<file path="config.mk">
export PLATFORM = sky130hd
export DESIGN_NAME = rabin_karp_matcher
export DESIGN_NICKNAME = d
export VERILOG_FILES = /design/src/design/rkm_pkg.sv /design/src/design/rkm_modmul.sv /design/src/design/rabin_karp_matcher.sv
export SDC_FILE = /design/constraint.sdc
export NUM_CORES = 2
export LEC_CHECK = 0
export BUFFER_PORTS_ARGS = -buffer_cell sky130_fd_sc_hd__buf_2
export CORE_ASPECT_RATIO = 1.4
export CORE_UTILIZATION = 25
export CTS_BUF_LIST = sky130_fd_sc_hd__clkbuf_4 sky130_fd_sc_hd__clkbuf_8 sky130_fd_sc_hd__clkbuf_16
export DETAILED_ROUTE_END_ITERATION = 16
export PLACE_DENSITY_LB_ADDON = 0.3
export SKIP_CTS_REPAIR_TIMING = 1
export SLEW_MARGIN = 20
export SYNTH_ARGS = -nofsm -noshare
export SYNTH_HDL_FRONTEND = slang
export SYNTH_SLANG_ARGS = --single-unit
</file>
<file path="constraint.sdc">
create_clock -name clk_i -period 10.7 [get_ports clk_i]
set_clock_uncertainty 0.2 [all_clocks]
set_input_delay 1.605 -clock clk_i [delete_from_list [all_inputs] [get_ports clk_i]]
set_output_delay 1.605 -clock clk_i [all_outputs]
set_load 0.05 [all_outputs]
</file>
<file path="src/design/rkm_pkg.sv">
// rkm_pkg: shared constants, types and helper functions of the rabin-karp matcher
// depends on nothing; used by every module of the block
package rkm_pkg;

  localparam int unsigned MaxPattern = 64;
  localparam int unsigned AddrW      = $clog2(MaxPattern);
  localparam int unsigned LenW       = $clog2(MaxPattern + 1);
  localparam int unsigned HashW      = 31;
  localparam int unsigned WordW      = 32;
  localparam int unsigned OutW       = 136;

  localparam logic [1:0] ActClearPat   = 2'd0;
  localparam logic [1:0] ActAppend     = 2'd1;
  localparam logic [1:0] ActText       = 2'd2;
  localparam logic [1:0] ActClearStats = 2'd3;

  localparam logic [0:0] RegBase    = 1'b0;
  localparam logic [0:0] RegModulus = 1'b1;

  localparam logic [WordW-1:0] ModMin = 32'd2;
  localparam logic [WordW-1:0] ModMax = 32'h8000_0000;

  // request to the modular multiplier
  typedef struct packed {
    logic             start;
    logic             short_op;  // multiplier is a byte
    logic [HashW-1:0] a;         // multiplicand, below the modulus
    logic [WordW-1:0] q;         // multiplier bits
  } mm_req_t;

  typedef struct packed {
    logic             done;
    logic [HashW-1:0] res;
  } mm_rsp_t;

  function automatic logic [WordW-1:0] sat_inc(input logic [WordW-1:0] v);
    sat_inc = (v == '1) ? v : v + 32'd1;
  endfunction

  // x + y mod m, both below m
  function automatic logic [HashW-1:0] add_mod(input logic [HashW-1:0] x,
                                               input logic [HashW-1:0] y,
                                               input logic [WordW-1:0] m);
    logic [WordW-1:0] s;
    s = {1'b0, x} + {1'b0, y};
    if (s >= m) s = s - m;
    add_mod = s[HashW-1:0];
  endfunction

  // x - y mod m, both below m
  function automatic logic [HashW-1:0] sub_mod(input logic [HashW-1:0] x,
                                               input logic [HashW-1:0] y,
                                               input logic [WordW-1:0] m);
    logic [WordW-1:0] s;
    if (x >= y) s = {1'b0, x} - {1'b0, y};
    else        s = {1'b0, x} + m - {1'b0, y};
    sub_mod = s[HashW-1:0];
  endfunction

endpackage

</file>
<file path="src/design/rkm_modmul.sv">
// rkm_modmul: bit-serial interleaved modular multiplier, one multiplier bit per cycle
// depends on rkm_pkg
module rkm_modmul (
  input  logic                          clk_i,
  input  logic                          rst_ni,
  input  logic [rkm_pkg::WordW-1:0]     modulus_i,
  input  rkm_pkg::mm_req_t              req_i,
  output rkm_pkg::mm_rsp_t              rsp_o
);

  logic                         busy_q;
  logic                         done_q;
  logic [5:0]                   cnt_q;
  logic [rkm_pkg::WordW-1:0]    r_q, r_d;
  logic [rkm_pkg::WordW-1:0]    q_q;
  logic [rkm_pkg::HashW-1:0]    a_q;

  // r = 2r mod m, then r = r + a mod m when the bit is set
  always_comb begin
    logic [rkm_pkg::WordW:0] t;
    t = {r_q, 1'b0};
    if (t >= {1'b0, modulus_i}) t = t - {1'b0, modulus_i};
    if (q_q[rkm_pkg::WordW-1]) begin
      t = t + {2'b0, a_q};
      if (t >= {1'b0, modulus_i}) t = t - {1'b0, modulus_i};
    end
    r_d = t[rkm_pkg::WordW-1:0];
  end

  always_ff @(posedge clk_i or negedge rst_ni) begin
    if (!rst_ni) begin
      busy_q <= 1'b0;
      done_q <= 1'b0;
      cnt_q  <= '0;
    end else begin
      done_q <= 1'b0;
      if (req_i.start) begin
        busy_q <= 1'b1;
        cnt_q  <= req_i.short_op ? 6'd8 : 6'd32;
      end else if (busy_q) begin
        cnt_q <= cnt_q - 6'd1;
        if (cnt_q == 6'd1) begin
          busy_q <= 1'b0;
          done_q <= 1'b1;
        end
      end
    end
  end

  always_ff @(posedge clk_i) begin
    if (req_i.start) begin
      r_q <= '0;
      a_q <= req_i.a;
      q_q <= req_i.short_op ? {req_i.q[7:0], 24'd0} : req_i.q;
    end else if (busy_q) begin
      r_q <= r_d;
      q_q <= {q_q[rkm_pkg::WordW-2:0], 1'b0};
    end
  end

  assign rsp_o.done = done_q;
  assign rsp_o.res  = r_q[rkm_pkg::HashW-1:0];

endmodule

</file>
<file path="src/design/rabin_karp_matcher.sv">
// rabin_karp_matcher: top level with sequencer, pattern and window memories, statistics
// depends on rkm_pkg and rkm_modmul
//
// usage
//  - input stream: tuser carries the action (clear pattern, append pattern byte,
//    text byte, clear statistics), tdata the byte; one beat per item
//  - output stream: one result beat per input beat, in order
//  - config channel: index 0 hash base, 1 hash modulus; a write clears the
//    pattern and restarts the text, statistics are kept; write only when idle;
//    a pending config write holds off the input stream
//  - work per item: a clear, a dropped append or a text byte with no pattern
//    goes straight to the hand-over state; an append takes three 32 bit and
//    one 8 bit pass of the bit-serial modular multiplier; a text byte two 32
//    bit and one 8 bit pass, one more 8 bit pass once the window is full, plus
//    the byte walk of an m byte pattern when the hashes agree
//  - one item is in work at a time; the next beat is taken as soon as the
//    result sits in the output register, even if the receiver has not taken it
//  - a stalled receiver holds the result; a finished item then waits until the
//    output register frees up
//  - reset: base 256, modulus 1000000007, empty pattern, zero statistics;
//    memory contents are left undefined and never read before written
module rabin_karp_matcher (
  input  logic                        clk_i,
  input  logic                        rst_ni,
  // config write channel
  input  logic                        cfg_valid_i,
  output logic                        cfg_ready_o,
  input  logic [0:0]                  cfg_index_i,
  input  logic [31:0]                 cfg_data_i,
  // input stream
  input  logic                        s_axis_tvalid_i,
  output logic                        s_axis_tready_o,
  input  logic [7:0]                  s_axis_tdata_i,  // [7:0] data_byte
  input  logic [1:0]                  s_axis_tuser_i,  // [1:0] action
  // result stream
  output logic                        m_axis_tvalid_o,
  input  logic                        m_axis_tready_i,
  // [0] match_found, [1] false_positive, [33:2] match_position,
  // [34] pattern_overflow, [66:35] match_count, [98:67] false_positive_count,
  // [130:99] window_count, [135:131] zero
  output logic [rkm_pkg::OutW-1:0]    m_axis_tdata_o
);

  localparam int unsigned AW = rkm_pkg::AddrW;
  localparam int unsigned LW = rkm_pkg::LenW;
  localparam int unsigned HW = rkm_pkg::HashW;
  localparam int unsigned WW = rkm_pkg::WordW;

  // sequencer codes
  localparam logic [3:0] StIdle = 4'd0;
  localparam logic [3:0] StBase = 4'd1;   // reduce base mod m
  localparam logic [3:0] StPh1  = 4'd2;   // pattern hash * base
  localparam logic [3:0] StPh2  = 4'd3;   // byte mod m, add
  localparam logic [3:0] StBpw  = 4'd4;   // base power * base
  localparam logic [3:0] StWh1  = 4'd5;   // window hash * base
  localparam logic [3:0] StWh2  = 4'd6;   // byte mod m, add
  localparam logic [3:0] StOrd  = 4'd7;   // outgoing byte read back
  localparam logic [3:0] StSub  = 4'd8;   // outgoing byte * base power
  localparam logic [3:0] StUpd  = 4'd9;   // commit window, check hash
  localparam logic [3:0] StCmp  = 4'd10;  // byte-wise walk
  localparam logic [3:0] StFin  = 4'd11;  // hand result to output register

  logic [3:0]       state_q;
  logic [WW-1:0]    base_q, modulus_q, mod_eff;
  logic [LW-1:0]    plen_q;
  logic [HW-1:0]    phash_q, bpow_q, whash_q, base_r_q, h_q;
  logic [WW-1:0]    tpos_q;
  logic [AW-1:0]    head_q, widx_q;
  logic [LW-1:0]    iss_q;
  logic             rdv_q, mism_q;
  logic [WW-1:0]    mcnt_q, fcnt_q, wcnt_q;
  logic [1:0]       act_q;
  logic [7:0]       byte_q;
  logic             found_q, fp_q, ovf_q;
  logic [WW-1:0]    pos_q;
  logic             out_vld_q;
  logic [rkm_pkg::OutW-1:0] out_data_q;

  rkm_pkg::mm_req_t mm_req_q;
  rkm_pkg::mm_rsp_t mm_rsp;
  logic             mm_start;

  // memories
  logic [7:0]       pat_mem [rkm_pkg::MaxPattern];
  logic [7:0]       win_mem [rkm_pkg::MaxPattern];
  logic [7:0]       pat_rd_q, win_rd_q;
  logic             pat_we, pat_re, win_we, win_re;
  logic [AW-1:0]    pat_wa, pat_ra, win_wa, win_ra;

  logic             in_acc, cfg_acc, out_free, win_full, issuing;
  logic [WW-1:0]    tpos_inc;
  logic [AW-1:0]    head_nxt, widx_nxt;

  // modulus clamped to [2, 2^31]
  always_comb begin
    mod_eff = modulus_q;
    if (modulus_q < rkm_pkg::ModMin) mod_eff = rkm_pkg::ModMin;
    if (modulus_q > rkm_pkg::ModMax) mod_eff = rkm_pkg::ModMax;
  end

  // a config write wins over an input beat in the same cycle
  assign s_axis_tready_o = (state_q == StIdle) && !cfg_valid_i;
  assign cfg_ready_o     = (state_q == StIdle);
  assign in_acc   = s_axis_tvalid_i && s_axis_tready_o;
  assign cfg_acc  = cfg_valid_i && cfg_ready_o;
  assign out_free = !out_vld_q || m_axis_tready_i;
  assign win_full = (tpos_q >= {{(WW-LW){1'b0}}, plen_q});
  assign tpos_inc = rkm_pkg::sat_inc(tpos_q);
  assign issuing  = (state_q == StCmp) && (iss_q < plen_q);

  // circular window pointers wrap at the pattern length
  assign head_nxt = ({1'b0, head_q} + LW'(1) == plen_q) ? '0 : head_q + AW'(1);
  assign widx_nxt = ({1'b0, widx_q} + LW'(1) == plen_q) ? '0 : widx_q + AW'(1);

  // multiplier launch: on item start, after a finished pass that another pass
  // follows, and for the outgoing byte
  assign mm_start = ((state_q == StIdle) && in_acc
                     && (pat_we || ((s_axis_tuser_i == rkm_pkg::ActText)
                                    && (plen_q != '0))))
                    || (((state_q == StBase) || (state_q == StPh1) || (state_q == StWh1)
                         || (state_q == StPh2)) && mm_rsp.done)
                    || (state_q == StOrd);

  // memory port control
  always_comb begin
    pat_we = in_acc && (s_axis_tuser_i == rkm_pkg::ActAppend)
             && (plen_q < LW'(rkm_pkg::MaxPattern));
    pat_wa = plen_q[AW-1:0];
    pat_re = issuing;
    pat_ra = iss_q[AW-1:0];
    win_we = 1'b0;
    win_wa = head_q;
    win_re = 1'b0;
    win_ra = head_q;
    if (state_q == StWh2 && mm_rsp.done) begin
      if (win_full) begin
        win_re = 1'b1;          // fetch the outgoing byte first
      end else begin
        win_we = 1'b1;
        win_wa = tpos_q[AW-1:0];
      end
    end
    if (state_q == StOrd) win_we = 1'b1;  // new byte replaces the oldest
    if (issuing) begin
      win_re = 1'b1;
      win_ra = widx_q;
    end
  end

  always_ff @(posedge clk_i) begin
    if (pat_we) pat_mem[pat_wa] <= s_axis_tdata_i;
    if (pat_re) pat_rd_q <= pat_mem[pat_ra];
  end

  always_ff @(posedge clk_i) begin
    if (win_we) win_mem[win_wa] <= byte_q;
    if (win_re) win_rd_q <= win_mem[win_ra];
  end

  rkm_modmul u_modmul (
    .clk_i     (clk_i),
    .rst_ni    (rst_ni),
    .modulus_i (mod_eff),
    .req_i     (mm_req_q),
    .rsp_o     (mm_rsp)
  );

  // sequencer and hash state
  always_ff @(posedge clk_i or negedge rst_ni) begin
    if (!rst_ni) begin
      state_q   <= StIdle;
      base_q    <= 32'd256;
      modulus_q <= 32'd1000000007;
      plen_q    <= '0;
      phash_q   <= '0;
      bpow_q    <= HW'(1);
      whash_q   <= '0;
      tpos_q    <= '0;
      head_q    <= '0;
      widx_q    <= '0;
      iss_q     <= '0;
      rdv_q     <= 1'b0;
      mism_q    <= 1'b0;
      mcnt_q    <= '0;
      fcnt_q    <= '0;
      wcnt_q    <= '0;
      mm_req_q  <= '0;
      out_vld_q <= 1'b0;
    end else begin
      mm_req_q.start <= mm_start;
      // in the hand-over state the output register is reloaded instead
      if (m_axis_tready_i && (state_q != StFin)) out_vld_q <= 1'b0;

      unique case (state_q)
        StIdle: begin
          if (cfg_acc) begin
            if (cfg_index_i == rkm_pkg::RegBase) base_q    <= cfg_data_i;
            else                                 modulus_q <= cfg_data_i;
            plen_q  <= '0;
            phash_q <= '0;
            bpow_q  <= HW'(1);
            whash_q <= '0;
            tpos_q  <= '0;
            head_q  <= '0;
          end else if (in_acc) begin
            case (s_axis_tuser_i)
              rkm_pkg::ActClearPat: begin
                plen_q  <= '0;
                phash_q <= '0;
                bpow_q  <= HW'(1);
                whash_q <= '0;
                tpos_q  <= '0;
                head_q  <= '0;
                state_q <= StFin;
              end
              rkm_pkg::ActClearStats: begin
                mcnt_q  <= '0;
                fcnt_q  <= '0;
                wcnt_q  <= '0;
                state_q <= StFin;
              end
              default: begin
                // append with room left, or text with a pattern present
                if ((s_axis_tuser_i == rkm_pkg::ActAppend && pat_we)
                    || (s_axis_tuser_i == rkm_pkg::ActText && plen_q != '0)) begin
                  mm_req_q.short_op <= 1'b0;
                  mm_req_q.a        <= HW'(1);
                  mm_req_q.q        <= base_q;
                  state_q           <= StBase;
                end else begin
                  state_q <= StFin;
                end
              end
            endcase
          end
        end
        StBase: begin
          if (mm_rsp.done) begin
            base_r_q          <= mm_rsp.res;
            mm_req_q.short_op <= 1'b0;
            mm_req_q.q        <= {1'b0, mm_rsp.res};
            if (act_q == rkm_pkg::ActAppend) begin
              mm_req_q.a <= phash_q;
              state_q    <= StPh1;
            end else begin
              mm_req_q.a <= whash_q;
              state_q    <= StWh1;
            end
          end
        end
        StPh1, StWh1: begin
          if (mm_rsp.done) begin
            h_q               <= mm_rsp.res;
            mm_req_q.short_op <= 1'b1;
            mm_req_q.a        <= HW'(1);
            mm_req_q.q        <= {24'd0, byte_q};
            state_q           <= (state_q == StPh1) ? StPh2 : StWh2;
          end
        end
        StPh2: begin
          if (mm_rsp.done) begin
            phash_q           <= rkm_pkg::add_mod(h_q, mm_rsp.res, mod_eff);
            mm_req_q.short_op <= 1'b0;
            mm_req_q.a        <= bpow_q;
            mm_req_q.q        <= {1'b0, base_r_q};
            state_q           <= StBpw;
          end
        end
        StBpw: begin
          if (mm_rsp.done) begin
            bpow_q  <= mm_rsp.res;
            plen_q  <= plen_q + LW'(1);
            whash_q <= '0;
            tpos_q  <= '0;
            head_q  <= '0;
            state_q <= StFin;
          end
        end
        StWh2: begin
          if (mm_rsp.done) begin
            h_q     <= rkm_pkg::add_mod(h_q, mm_rsp.res, mod_eff);
            state_q <= win_full ? StOrd : StUpd;
          end
        end
        StOrd: begin
          mm_req_q.short_op <= 1'b1;
          mm_req_q.a        <= bpow_q;
          mm_req_q.q        <= {24'd0, win_rd_q};
          state_q           <= StSub;
        end
        StSub: begin
          if (mm_rsp.done) begin
            h_q     <= rkm_pkg::sub_mod(h_q, mm_rsp.res, mod_eff);
            head_q  <= head_nxt;
            state_q <= StUpd;
          end
        end
        StUpd: begin
          whash_q <= h_q;
          tpos_q  <= tpos_inc;
          if (tpos_inc >= {{(WW-LW){1'b0}}, plen_q}) begin
            wcnt_q <= rkm_pkg::sat_inc(wcnt_q);
            if (h_q == phash_q) begin
              iss_q   <= '0;
              widx_q  <= head_q;
              rdv_q   <= 1'b0;
              mism_q  <= 1'b0;
              state_q <= StCmp;
            end else begin
              state_q <= StFin;
            end
          end else begin
            state_q <= StFin;
          end
        end
        StCmp: begin
          // reads issued one cycle, compared the next
          rdv_q <= issuing;
          if (issuing) begin
            iss_q  <= iss_q + LW'(1);
            widx_q <= widx_nxt;
          end
          if (rdv_q && (pat_rd_q != win_rd_q)) mism_q <= 1'b1;
          if (!issuing && !rdv_q) begin
            if (mism_q) fcnt_q <= rkm_pkg::sat_inc(fcnt_q);
            else        mcnt_q <= rkm_pkg::sat_inc(mcnt_q);
            state_q <= StFin;
          end
        end
        StFin: begin
          if (out_free) begin
            out_vld_q <= 1'b1;
            state_q   <= StIdle;
          end
        end
        default: state_q <= StIdle;
      endcase
    end
  end

  // per-item result fields
  always_ff @(posedge clk_i) begin
    if (in_acc) begin
      act_q   <= s_axis_tuser_i;
      byte_q  <= s_axis_tdata_i;
      found_q <= 1'b0;
      fp_q    <= 1'b0;
      pos_q   <= '0;
      ovf_q   <= (s_axis_tuser_i == rkm_pkg::ActAppend) && !pat_we;
    end
    if (state_q == StUpd && tpos_inc >= {{(WW-LW){1'b0}}, plen_q}) begin
      pos_q <= tpos_inc - {{(WW-LW){1'b0}}, plen_q};
    end
    if (state_q == StCmp && !issuing && !rdv_q) begin
      found_q <= !mism_q;
      fp_q    <= mism_q;
    end
    if (state_q == StFin && out_free) begin
      out_data_q <= {5'd0, wcnt_q, fcnt_q, mcnt_q, ovf_q, pos_q, fp_q, found_q};
    end
  end

  assign m_axis_tvalid_o = out_vld_q;
  assign m_axis_tdata_o  = out_data_q;

endmodule

</file>
Yosys cells after proc, flatten, opt, wreduce, memory -nomap -nowiden --
Memory sizes are Yosys's and may differ from the RTL's. A register that Yosys moved wholly into a read port is not among the register bits. Index checks and enable logic that the tools add are counted.
Storage, ports and cells: output and inout port bits 139, bits in writable memories 1024, input bits 48, logic and storage cells 312, memories kept 2, flip-flop bits (word level) 724
Cells by class: $add $sub $neg 20, reduce and logical (&&, ||, !) cells 67, equality and inequality tests 49, bitwise operators 1, order comparisons 10, multiplexer cells 127
Memories:
- pat_mem | words 64, width 8, rd ports 1, clocked after Yosys merged registers in 1, wr ports 1, line rabin_karp_matcher.sv:84 | logic [7:0] pat_mem [rkm_pkg::MaxPattern];
- win_mem | words 64, width 8, rd ports 1, clocked after Yosys merged registers in 1, wr ports 1, line rabin_karp_matcher.sv:85 | logic [7:0] win_mem [rkm_pkg::MaxPattern];
Operator list (count):
- 32-bit 2-to-1 mux | 25
- 64-bit 2-to-1 mux | 7
- 31-bit 2-to-1 mux | 13
- 64-bit one-hot mux with 5 select lines | 1
- 32-bit one-hot mux with 2 select lines | 3
- 31-bit one-hot mux with 3 select lines | 2
- 32-bit by 1-bit adder with 32-bit output (second input constant) | 4
- 32-bit == test (second input constant) | 4
- 31-bit one-hot mux with 2 select lines | 2
- 6-bit 2-to-1 mux | 16
- 32-bit one-hot mux with 3 select lines | 1
- 31-bit subtractor | 3
- 33-bit by 32-bit >= comparator with 1-bit output | 2
- 32-bit by 7-bit >= comparator with 1-bit output | 2
- 4-bit 2-to-1 mux | 14
- 7-bit 2-to-1 mux | 7
- 4-bit one-hot mux with 11 select lines | 1
- 33-bit by 31-bit adder with 33-bit output | 1
- 33-bit 2-to-1 mux | 1
- 33-bit by 32-bit subtractor with 33-bit output | 1
- 31-bit by 31-bit adder with 32-bit output | 1
- 32-bit >= comparator | 1
- 32-bit > comparator (second input constant) | 1
- 32-bit by 2-bit < comparator with 1-bit output (second input constant) | 1
- 48 further kinds | 160

Longest topological paths before layout --
word-level depth 12, mapped depth 42, depth with buffers taken out 39

Modules after synthesis --
From an unflattened synthesis, not the netlist that was laid out.
Second synthesis, totals: cell total of the unflattened synthesis 7236, area total of the unflattened synthesis 86092.6 µm²
By module, submodules not included:
- rabin_karp_matcher | sequential area each 47983.5 µm², cells an instance 6068, area each 76249.4 µm², times used 1
- rkm_modmul | sequential area each 2732.6 µm², cells an instance 1168, area each 9843.2 µm², times used 1

Worst setup path before layout --
OpenSTA, ideal clock, no wires.
path type register to register, start point register modulus_q[4], end point register u_modmul.r_q[28] (netlist bit), buffers on the path 6, required time 10369 ps, data arrival time 8783 ps, clock period less this slack 9115 ps, setup time 131 ps, stages on the path, launching flop included 41, setup slack 1585 ps, cells stage by stage dfrtp_1 nor4_1 nand4_1 or2_2 o21ai_0 clkbuf_1 clkbuf_1 nand2_1 ha_1 clkbuf_1 a21o_1 a311o_1 a21boi_1 a211o_1 nand3_1 nor2_2 clkbuf_1 clkbuf_1 [5 not listed] o21a_1 o211ai_1 a21oi_1 o31ai_1 or4b_2 nand3_1 ha_1 a21oi_1 nor2b_1 o21ai_0 nand2b_1 a21oi_1 o211ai_1 o22ai_1 nand3_4 buf_8 o311ai_0 a21oi_1
On the way: cells in the longest elaborated chain, start to end 9, elaborated cells on any way between the ends 12, those cells by class add/sub (3); order compare (4); mux (5)
Ends and longest elaborated chain:
- from (decl) | line rabin_karp_matcher.sv:64 | logic [WW-1:0] base_q, modulus_q, mod_eff;
- from (signal assigned) | line rabin_karp_matcher.sv:198 | else modulus_q <= cfg_data_i;
- 32-bit by 2-bit < comparator with 1-bit output | line rabin_karp_matcher.sv:97 | if (modulus_q < rkm_pkg::ModMin) mod_eff = rkm_pkg::ModMin;
- 32-bit 2-to-1 mux | line rabin_karp_matcher.sv:97
- 32-bit 2-to-1 mux * | line rabin_karp_matcher.sv:98 | if (modulus_q > rkm_pkg::ModMax) mod_eff = rkm_pkg::ModMax;
- 33-bit by 32-bit subtractor with 33-bit output or 33-bit by 32-bit >= comparator with 1-bit output (tied branches) | line rkm_modmul.sv:22 | if (t >= {1'b0, modulus_i}) t = t - {1'b0, modulus_i};
- 33-bit 2-to-1 mux | line rkm_modmul.sv:22
- 33-bit by 31-bit adder with 33-bit output | line rkm_modmul.sv:24 | t = t + {2'b0, a_q};
- 32-bit subtractor or 33-bit by 32-bit >= comparator with 1-bit output (tied branches) | line rkm_modmul.sv:25 | if (t >= {1'b0, modulus_i}) t = t - {1'b0, modulus_i};
- 32-bit 2-to-1 mux | line rkm_modmul.sv:25
- 32-bit 2-to-1 mux * | line rkm_modmul.sv:23 | if (q_q[rkm_pkg::WordW-1]) begin
- to (signal assigned) | line rkm_modmul.sv:56 | r_q <= r_d;
- to (decl) | line rkm_modmul.sv:14 | logic [rkm_pkg::WordW-1:0] r_q, r_d;
Mark *: on every way between the ends. The rest lies on a longest branch, timed or not. A chain may end at the register's enable or synchronous reset.

Worst setup path after layout --
start point register modulus_q[21], end point register u_modmul.r_q[7] (netlist bit)
The elaborated chain is that of the path after synthesis.

==> impl_metrics.csv <==
group,metric,value,unit
status,outcome,"finished clean",
clocking,cts.sinks,1764,
critical_path,worstSetupStartpointType,"register",
critical_path,endpoint_kind,"register",
floorplanning,fp.dieArea,345100,um^2
route,vias,59380,
layout,finalCoreUtilization,28.77,%
floorplanning,fp.dieW,496.8,um
global_routing,grt_max_degree,129,
pwr,power_density,141.9,nW/um^2
route,drt-initial-drc-count,5033,
global_routing,grt_pass1_vias,60110,
flow_run,max_cap_viol_count,0,
route,first_pass_iters,6,
synthesis,synth_warnings,0,
route,post_drt_wl_per_cell,24.78,um
sta,timing.hold.ws,0.1813,ns
layout,seqCellArea,50730,um^2
synthesis,syn_inst,7013,
global_routing,grt_pass1_wl,423200,um
sta,setup_tns,0,ns
global_routing,grtUsageTotal,16.63,%
synthesis,synth.distinct_cells,102,
global_routing,antenna_found_initial,12,
global_routing,grt_overflow,0,
layout,layout_common_cells,"1341 x edfxtp_1, 741 x nand2_1, 543 x nor2_1, 367 x dfrtp_1, 363 x a21oi_1",
synthesis,seq_area_frac_synth,59.20,%
critical_path,cp_data_required_time,11.19,ns
floorplanning,start_util,25.10,%
sta,relSlewSlack,15.48,%
pwr,pwr-share-clk,46.6,%
place,gp_congestion,0.9494,
sta,finalSetupViolations,0,
floorplanning,num_io_pins,187,
clocking,cts_buffer_depth,4,
clocking,cts_tree,"done",
layout,syn2layout_area_growth,14.60,%
sta,fmax,99.97,MHz
synthesis,synth_edf_count,1341,
route,via_per_inst,5.032,
pwr,power.share.sequential,52.5,%
place,dpl.cell_count,11470,
floorplanning,dieHeight,694.7,um
layout,final_cell_count_no_fill,11800,
layout,final_common_cell,"edfxtp_1",
sta,period_share,93.48,%
floorplanning,rows,254,
critical_path,cpMostUsedCell,"a21oi_1",
critical_path,critPathMaxStageDelay,0.62,ns
critical_path,slowest_stage,"or4b_2",
pwr,peakVddDrop,0.09984,mV
synthesis,synth-main-ff-cell,"edfxtp_1",
layout,multi_input_area,32720,um^2
sta,worst_pin_slew,1.256,ns
sta,grt_setup_unrepaired,"false",
critical_path,arrival,10.49,ns
route,drcViolationCount,0,
route,ant_nets,0,
route,drt_wl_total,292400,um
synthesis,ys_seq_elements,1764,
critical_path,worstSetupPathType,"register to register",
clocking,numCtsBuffers,180,
pwr,switching_power,0.002928,W
pwr,power.internal,0.01101,W
critical_path,worst-path-max-fanout,30,
place,port_buffers,181,
pwr,p_sw_share,21.02,%
layout,fill_cells,34980,
synthesis,syn_area,85680,um^2
synthesis,async_reset_ff_share,22.17,%
place,dp_hpwl,207700,um
layout,num-nets-final,7513,
pwr,p_comb_share,0.9,%
min_path,min_path_type,"register to register",
sta,drv_slew,0,
clocking,clk_pin_slew,0.06,ns
synthesis,avgSynthCellArea,12.22,um^2
clocking,cts_root_buffer,"clkbuf_16",
sta,hold_viol,0,
layout,layout-drive-gt1-share,13.30,%
clocking,worstSkewPairLatency,0.89,ns
clocking,h-tree-depth,4,
floorplanning,core-area,341300,um^2
sta,period_minus_slack,10.00,ns
pwr,power.leakage,35.72,nW
## path summary, 6_finish.rpt
path	to	slack [ns]	startpoint	cells after the start
min	u_modmul.a_q[21]	0.18	mm_req_q[53]	0
max in group asynchronous	tpos_q[10]	7.92	rst_ni	3
min reg2reg	u_modmul.a_q[21]	0.18	mm_req_q[53]	0
max	u_modmul.r_q[7]	0.70	modulus_q[21]	38
max reg2reg	u_modmul.r_q[7]	0.70	modulus_q[21]	38
min in group asynchronous	fcnt_q[24]	0.49	rst_ni	1
## per-stage QoR
stage          setup slack (ns)  total power (W)  cell area (um^2)
3_5_place_dp             0.5899         0.007591             92220
3_3_place_gp             0.8205         0.007587             92210
6_report                 0.6973          0.01393             98180
4_1_cts                  0.4737          0.01410             98140
2_1_floorplan             1.585         0.007483             85690
5_1_grt                 0.01809          0.01432             98180
## metal layers
metal,vias to the layer above,global-route usage (%),share of wire (%)
met2,1821,29.58,51
li1,26710,-,-
met5,-,0,0.015
met4,6,10.20,6.9
met1,30240,18.86,37
met3,604,1.976,4.5
## logic make-up after synthesis
family	count (synthesis)	share of synthesized area (%)
adder cells (fa/ha/maj)	291	4.574
buffers and inverters	632	2.845
AND/OR/NAND/NOR	2148	11.61
AO/OA/AOI/OAI	1481	11.62
flip-flops	1764	59.20
multiplexers	329	6.402
XOR/XNOR	367	3.752
other	1	0.004377
## power by group through the flow
stage,clock network [W],registers [W],logic [W]
6_report,0.00649,0.00732,0.000121
2_1_floorplan,0,0.00747,0.0000177
3_5_place_dp,0,0.00747,0.000126
3_3_place_gp,0,0.00747,0.000122
4_1_cts,0.00665,0.00732,0.000126
5_1_grt,0.00687,0.00732,0.000133
## cells in the mapped netlist, types with 16 or more instances
cell / number / area share [%]
a222oi_1: 63 / 0.74
nand4_1: 77 / 0.56
nor2b_1: 39 / 0.28
a221o_1: 19 / 0.22
edfxtp_1: 1341 / 47
o31ai_1: 38 / 0.33
a21o_1: 101 / 0.88
nor4_1: 46 / 0.34
o21ai_0: 297 / 1.7
dfxtp_1: 32 / 0.75
o21a_1: 35 / 0.31
a211oi_1: 78 / 0.68
nor3_1: 94 / 0.55
xor2_1: 143 / 1.5
dfstp_2: 18 / 0.55
ha_1: 254 / 3.7
mux2i_1: 89 / 1.0
nand2_1: 744 / 3.3
and3_1: 133 / 0.97
o21bai_1: 38 / 0.33
or3_1: 24 / 0.18
mux4_2: 168 / 4.4
mux2_2: 72 / 0.95
nor2_1: 547 / 2.4
a32oi_1: 31 / 0.32
clkbuf_1: 318 / 1.4
dfrtp_1: 373 / 11
a31oi_1: 75 / 0.55
a311oi_1: 52 / 0.53
buf_1: 38 / 0.17
a22o_1: 39 / 0.40
and2_1: 30 / 0.22
nand2b_1: 52 / 0.38
o41ai_1: 16 / 0.16
nand3_1: 277 / 1.6
and4_1: 19 / 0.19
a2111oi_0: 35 / 0.36
inv_1: 252 / 1.1
xnor2_1: 224 / 2.3
o211ai_1: 29 / 0.25
o22ai_1: 24 / 0.18
fa_1: 37 / 0.86
a21oi_1: 366 / 2.1
## critical path: cells and delay by family (launching register included)
family          cells  cell delay, ns
simple gates       15            3.64
compound gates     16            3.45
fa+ha+maj           3            1.11
buf+inv             3            0.86
flops               1            0.41
mux                 1            0.13
## flip-flops by register name, summed over array words and instances (netlist names), 32 cells and up
signal,flops
base_q,32
fcnt_q,32
m_axis_tdata_o,131
mcnt_q,32
mm_req_q,65
modulus_q,32
pat_mem,512
pos_q,32
tpos_q,32
u_modmul.q_q,32
u_modmul.r_q,32
wcnt_q,32
win_mem,512
## layout make-up
class	instances	area share [%]
sequential	1764	51.67
multi-input combinational	4621	33.33
clock inverter	106	1.124
clock buffer	217	4.914
tap	4480	5.709
timing repair buffer	351	2.263
inverter	256	0.9787
antenna	5	0.01274
Power figures use the tool's default switching activity.
